<file path="config.mk">
export PLATFORM = sky130hd
export DESIGN_NAME = ff4_ctrl
export DESIGN_NICKNAME = d
export VERILOG_FILES = /design/src/rtl/core/ff4_pkg.sv /design/src/rtl/core/ff4_ctrl.sv
export SDC_FILE = /design/constraint.sdc
export NUM_CORES = 1
export LEC_CHECK = 0
export ABC_AREA = 1
export BUFFER_PORTS_ARGS = -buffer_cell sky130_fd_sc_hd__buf_4
export CORE_AREA = 5 5 42 44
export CTS_BUF_LIST = sky130_fd_sc_hd__clkbuf_16
export DETAILED_ROUTE_END_ITERATION = 8
export DIE_AREA = 0 0 47 49
export PLACE_DENSITY = 0.64
export SLEW_MARGIN = 25
export SYNTH_ARGS = -nofsm -noshare
export SYNTH_HDL_FRONTEND = slang
export SYNTH_SLANG_ARGS = --single-unit
</file>
<file path="constraint.sdc">
create_clock -name clk -period 1.4 [get_ports clk]
set_clock_uncertainty 0.05 [all_clocks]
set_input_delay 0.07 -clock clk [delete_from_list [all_inputs] [get_ports clk]]
set_output_delay 0.07 -clock clk [all_outputs]
set_load 0.005 [all_outputs]
</file>
<file path="src/rtl/core/ff4_pkg.sv">
// ============================================================================
// ff4_pkg : shared types and constants for the 4-connected flood fill unit
// Frame geometry, stack sizing, command codes, controller states and the
// command/status bundles between controller and datapath.
// ============================================================================
`default_nettype none

package ff4_pkg;

    // Frame geometry (pixel index = y * FRAME_WIDTH + x)
    localparam int FRAME_WIDTH  = 256;
    localparam int FRAME_HEIGHT = 256;
    localparam int FRAME_SIZE   = FRAME_WIDTH * FRAME_HEIGHT;
    localparam int XW           = 8;
    localparam int YW           = 8;
    localparam int ADDR_W       = $clog2(FRAME_SIZE);

    // Seed stack sizing; pointer holds 0..STACK_DEPTH
    localparam int STACK_DEPTH  = 65536;
    localparam int STK_AW       = $clog2(STACK_DEPTH);
    localparam int SP_W         = $clog2(STACK_DEPTH + 1);

    // Pixel color and result widths
    localparam int COLOR_W      = 24;
    localparam int CNT_W        = 17;
    localparam logic [CNT_W-1:0] COUNT_MAX = {CNT_W{1'b1}};

    // Configuration registers
    localparam int CFG_IDX_W    = 1;
    localparam logic [CFG_IDX_W-1:0] CFG_TARGET = 1'd0;
    localparam logic [CFG_IDX_W-1:0] CFG_FILL   = 1'd1;
    localparam logic [COLOR_W-1:0] TARGET_RESET = 24'hFF0000;
    localparam logic [COLOR_W-1:0] FILL_RESET   = 24'h0000FF;

    // Command codes
    typedef enum logic [1:0] {
        CMD_WRITE = 2'd0,
        CMD_READ  = 2'd1,
        CMD_FILL  = 2'd2,
        CMD_NOP   = 2'd3
    } cmd_t;

    // Neighbour visit order
    typedef enum logic [1:0] {
        NB_RIGHT = 2'd0,
        NB_LEFT  = 2'd1,
        NB_DOWN  = 2'd2,
        NB_UP    = 2'd3
    } nbr_t;

    // Controller states
    typedef enum logic [2:0] {
        ST_IDLE,
        ST_DISPATCH,
        ST_READ_WAIT,
        ST_SEED_CHK,
        ST_POP,
        ST_NB_RD,
        ST_NB_CHK
    } state_t;

    // Controller -> datapath commands
    typedef struct packed {
        logic latch;       // capture the command beat
        logic pix_wr_in;   // store pixel_value at the command address
        logic pix_rd_in;   // read pixel at the command address
        logic pix_rd_nb;   // read pixel at the current neighbour
        logic paint_seed;  // paint and push the seed, restart count
        logic paint_nb;    // paint and push the current neighbour
        logic pop;         // pop one stack entry
        logic nb_clr;      // restart the neighbour walk
        logic nb_inc;      // step to the next neighbour
        logic res_read;    // issue a read result
        logic res_fill;    // issue a fill result
        logic res_zero;    // issue an all-zero result
    } ff4_ctrl_t;

    // Datapath -> controller status
    typedef struct packed {
        cmd_t cmd;
        logic in_frame;      // command coordinate within the frame
        logic colors_equal;  // fill color equals target color
        logic pix_match;     // last pixel read equals target color
        logic nb_valid;      // current neighbour within the frame
        logic nb_last;       // current neighbour is the last one
        logic sp_zero;
        logic sp_full;
    } ff4_stat_t;

endpackage

`default_nettype wire

</file>
<file path="src/rtl/core/ff4_ctrl.sv">
// ============================================================================
// ff4_ctrl : command sequencer for the flood fill unit
// Decodes each command beat and steps the datapath through pixel access,
// seed check, stack pops and the four-neighbour walk of a fill.
// ============================================================================
`default_nettype none

module ff4_ctrl
    import ff4_pkg::*;
(
    input  wire logic      clk,
    input  wire logic      rst_n,
    input  wire logic      start,
    output logic           busy,
    input  wire ff4_stat_t stat,
    output ff4_ctrl_t      ctl
);

    state_t state_reg;
    state_t state_next;

    // State register
    always_ff @(posedge clk or negedge rst_n)
    begin
        if (!rst_n)
        begin
            state_reg <= ST_IDLE;
        end
        else
        begin
            state_reg <= state_next;
        end
    end

    // Next state
    always_comb
    begin
        state_next = state_reg;
        unique case (state_reg)
            ST_IDLE:
            begin
                if (start)
                begin
                    state_next = ST_DISPATCH;
                end
            end
            ST_DISPATCH:
            begin
                unique case (stat.cmd)
                    CMD_READ:
                    begin
                        state_next = stat.in_frame ? ST_READ_WAIT : ST_IDLE;
                    end
                    CMD_FILL:
                    begin
                        state_next = (stat.in_frame && !stat.colors_equal) ? ST_SEED_CHK
                                                                           : ST_IDLE;
                    end
                    CMD_WRITE, CMD_NOP:
                    begin
                        state_next = ST_IDLE;
                    end
                endcase
            end
            ST_READ_WAIT:
            begin
                state_next = ST_IDLE;
            end
            ST_SEED_CHK:
            begin
                state_next = stat.pix_match ? ST_POP : ST_IDLE;
            end
            ST_POP:
            begin
                state_next = stat.sp_zero ? ST_IDLE : ST_NB_RD;
            end
            ST_NB_RD:
            begin
                priority if (stat.nb_valid)
                begin
                    state_next = ST_NB_CHK;
                end
                else if (stat.nb_last)
                begin
                    state_next = ST_POP;
                end
                else
                begin
                    state_next = ST_NB_RD;
                end
            end
            ST_NB_CHK:
            begin
                state_next = stat.nb_last ? ST_POP : ST_NB_RD;
            end
            default:
            begin
                state_next = ST_IDLE;
            end
        endcase
    end

    // Outputs
    always_comb
    begin
        ctl  = '0;
        busy = (state_reg != ST_IDLE);
        unique case (state_reg)
            ST_IDLE:
            begin
                ctl.latch = start;
            end
            ST_DISPATCH:
            begin
                unique case (stat.cmd)
                    CMD_WRITE:
                    begin
                        ctl.pix_wr_in = 1'b1;
                        ctl.res_zero  = 1'b1;
                    end
                    CMD_READ:
                    begin
                        ctl.pix_rd_in = stat.in_frame;
                        ctl.res_zero  = !stat.in_frame;
                    end
                    CMD_FILL:
                    begin
                        ctl.pix_rd_in = stat.in_frame && !stat.colors_equal;
                        ctl.res_zero  = !(stat.in_frame && !stat.colors_equal);
                    end
                    CMD_NOP:
                    begin
                        ctl.res_zero = 1'b1;
                    end
                endcase
            end
            ST_READ_WAIT:
            begin
                ctl.res_read = 1'b1;
            end
            ST_SEED_CHK:
            begin
                ctl.paint_seed = stat.pix_match;
                ctl.res_zero   = !stat.pix_match;
            end
            ST_POP:
            begin
                ctl.res_fill = stat.sp_zero;
                ctl.pop      = !stat.sp_zero;
                ctl.nb_clr   = !stat.sp_zero;
            end
            ST_NB_RD:
            begin
                ctl.pix_rd_nb = stat.nb_valid;
                ctl.nb_inc    = !stat.nb_valid && !stat.nb_last;
            end
            ST_NB_CHK:
            begin
                ctl.paint_nb = stat.pix_match && !stat.sp_full;
                ctl.nb_inc   = !stat.nb_last;
            end
            default:
            begin
                ctl = '0;
            end
        endcase
    end

endmodule

`default_nettype wire

</file>
Word level (Yosys, flattened, before mapping):

Index checks and enable logic that the tools add are counted.

* $mul: 0
* multiplexer cells: 22
* add/sub/neg operators: 0
* reductions and logical operators: 15
* equality and inequality tests: 10
* shift operators: 0
* order comparisons: 0
* bitwise logic cells: 0
* div/mod/pow operators: 0

Operator list (count)
* one-hot mux 3 bit (6 select lines): 1
* two-way mux 2 bit: 5
* == test 3 bit, second input constant: 3
* two-way mux 3 bit: 3
* one-hot mux 3 bit (3 select lines): 1
* logical NOT 1 bit: 8
* two-way mux 1 bit: 8
* == test 3 x 2 -> 1 bit, second input constant: 2
* one-hot mux 1 bit (2 select lines): 3
* == test 2 bit, second input constant: 2
* == test 3 x 1 -> 1 bit, second input constant: 1
* logical AND 1 bit: 3
* logical NOT 3 bit: 1
* one-hot mux 1 bit (3 select lines): 1
* nonzero test 3 bit: 1
* == test 2 x 1 -> 1 bit, second input constant: 1
* logical NOT 2 bit: 1
* != test 2 bit, second input constant: 1
* OR reduction 2 bit: 1

* bits in latches: 0
* logic and storage cells: 48
* memories: 0
* bits in writable memories: 0
* ROM bits: 0
* flip-flop bits (word level): 3

Longest topological paths before layout:

* word-level depth: 5
* gate-level depth with buffers: 8
* depth with buffers taken out: 7

Worst setup path before layout:

No wires, ideal clock.

* kind: register to output
* from: reg state_reg[2]
* to: out ctl[9] (netlist name)
* path buffers: 1
* arrival: 0.959 ns
* cell stages (with the launch flop): 7
* required time: 1.280 ns
* path slack: 0.321 ns
* cell sequence: dfrtp_1 buf_6 inv_6 nand2_2 nor2_4 inv_1 a211oi_1

RTL lines
* from (decl): RTL line ff4_ctrl.sv:19 `state_t state_reg;`
* from (signal assigned): RTL line ff4_ctrl.sv:31 `state_reg <= state_next;`
* to (decl): RTL line ff4_ctrl.sv:16 `output ff4_ctrl_t ctl`

==> flow_metrics.tcl <==
set metrics [dict create \
    fin_tns_setup_ns 0 \
    antenna_found_initial 0 \
    hold_path.class "input pin to flip-flop" \
    synthTopCellsByArea "dfrtp_1 18%, ha_1 12%, inv_1 12%" \
    setup_slack_ns 0.0497 \
    pin_count 25 \
    rows 14 \
    tritoncts "done" \
    arrival_ns 1.23 \
    die_x_um 47 \
    reg2reg_to "state_reg[0]$_DFFE_PN0P_" \
    leakage_uw 0.000404 \
    period_minus_slack_ns 1.35 \
    syn-num-nets 82 \
    hpwlAfterDp_um 895 \
    drv_cap 0 \
    wl_per_cell_um 9.95 \
    ys_seq_area_frac 0.179 \
    drive_above_1_share 0.457 \
    grt_overflow 0 \
    pre_cts_ws_ns 0.134 \
    grt_setup_unrepaired "yes" \
    drc_errors 0 \
    syn_area_per_cell_um2 6.37 \
    numCtsBuffers 3 \
    cts_num_sinks 3 \
    fin_crit_sh 0.964 \
    core_area_um2 1400 \
    worstReg2RegStart "state_reg[2]$_DFFE_PN0P_" \
    start_util 0.300 \
    routed_wl_um 1100 \
    drtPass1Iterations 3 \
    crit_path_end_kind "primary output" \
    fin_hold_ws_ns 0.0741 \
    yosysWarnings 0 \
    ys_ff_latch 3 \
    yosysUniqueCellTypes 20 \
    final_common_cell "buf_4" \
    nFillCells 147 \
    place_congestion 0.805 \
    root_buffer "clkbuf_16" \
    placed_area_um2 591 \
    largest_reg_flops 3 \
    p_per_area_nw_per_um2 1680 \
    reg2reg_depth 6 \
    whs_path_depth 3 \
    setup_violations 0 \
    grt_pass1_wl_um 1790 \
    crit_start "state_reg[2]$_DFFE_PN0P_" \
    cts.path.max_buffers 2 \
    hp-start "start" \
    hold_end "state_reg[0]$_DFFE_PN0P_" \
    io_buffers 24 \
    die_y_um 49 \
    vdd_drop_max_mv 0.875 \
    yosysTopAreaCell "dfrtp_1" \
    stdcell_area_um2 717 \
    num_vias 501 \
    grt_pass1_vias 485 \
    area_growth_syn_to_layout_pct 70.5 \
    crit_path_max_fanout 4 \
    antenna_cells 0 \
    ant_nets 0 \
    status "finished, final reports clean" \
    drtIter0Drc 1 \
    grt_max_degree 10 \
    clkSlewWorstSetupHoldPaths_ns 0.03 \
    rrSetupSlack_ns 0.17 \
    final_nets 111 \
    stdcell_count 110 \
    insertion_delay_ns 0.22 \
    max_clock_freq_mhz 741 \
    syn_area_um2 420 \
    crit_required_ns 1.28 \
    htreeDepth 1 \
    synth.top_cell.area_share 0.179 \
    viasPerCell 4.55 \
    grt_usage 0.104 \
    startpoint_type "flip-flop" \
    final_max_slew_viol_count 0 \
    hold_violations 0 \
    final_cell_mix "26 x buf_4, 13 x inv_1, 10 x nor2_1" \
    dp_cells 103 \
    die-area_um2 2300 \
    slew_headroom 0.850 \
    path_class "flip-flop to primary output" \
    worstMarginPinSlew_ns 0.223 \
    synth_cells 66 \
]
==> area by class of cell <==
type	instances	area (um^2)	share of cell area
Multi-Input combinational cell	45	273	0.380
Clock inverter	1	3.75	0.00524
Clock buffer	3	75.1	0.105
Inverter	15	61.3	0.0855
Timing Repair Buffer	27	205	0.286
Tap cell	16	20.0	0.0279
Sequential cell	3	78.8	0.110
==> where the power goes <==
part	internal, uW	leakage [uW]	switching (uW)
clock	368	0.0000423	71.2
combinational	269	0.000327	292
sequential	131	0.0000352	75.9
total	767	0.000404	439
==> layer usage <==
| layer | track usage | part of all wire |
|---|---|---|
| met1 | 0.123 | 0.39 |
| met4 | 0.0415 | 0 |
| met3 | 0.0332 | 0.10 |
| met2 | 0.167 | 0.51 |
| met5 | 0 | 0 |
==> logic make-up (layout without fill, tap and decap cells) <==
group / Yosys count / after routing / share of synthesized area
AOI/OAI and AO/OA: 7 / 7 / 0.0893
adders and majority gates: 4 / 4 / 0.119
buffers and inverters: 18 / 46 / 0.217
DFF: 3 / 3 / 0.179
and+or+nand+nor: 34 / 34 / 0.396
==> critical path, cell delays in order (launching register included) <==
cell and delay, ns:
dfrtp_2 0.43, buf_4 0.15, buf_4 0.14, nand4_1 0.10, nand2_1 0.06, buf_4 0.13
==> Yosys cell counts <==
master and n:
buf_4 1, o21ai_0 3, nor3b_1 1, a211oi_1 1
nand3_1 5, inv_6 1, a21oi_1 3, nor2_1 10
inv_2 1, nor3_1 1, nand2_1 8, dfrtp_1 3
buf_6 2, inv_1 13, nand2_2 2, nor4_1 1
nor2_2 2, nor2_4 1, ha_1 4, nand4_1 3
==> how the worst max path moves through the flow <==
stage,end,slack (ns)
2_1_floorplan,ctl[9],0.32
3_3_place_gp,ctl[9],0.16
3_5_place_dp,ctl[9],0.13
4_1_cts,ctl[0],-0.004
5_1_grt,ctl[0],-0.004
6_report,ctl[3],0.05
==> per-stage QoR <==
step	total power, uW	utilization
floorplan	531	-
global placement	687	0.421
detailed placement	691	0.421
CTS	1200	0.500
global route	1300	0.512
finish	1210	0.512
==> timing repair <==
item,in CTS,in global routing
endpoints found under the hold margin,3,0
gates resized for setup,4,6
hold buffers,1,0
pin swaps,1,1
endpoints found under the setup margin,2,6
setup buffers,2,0
Power figures use the tool's default switching activity.
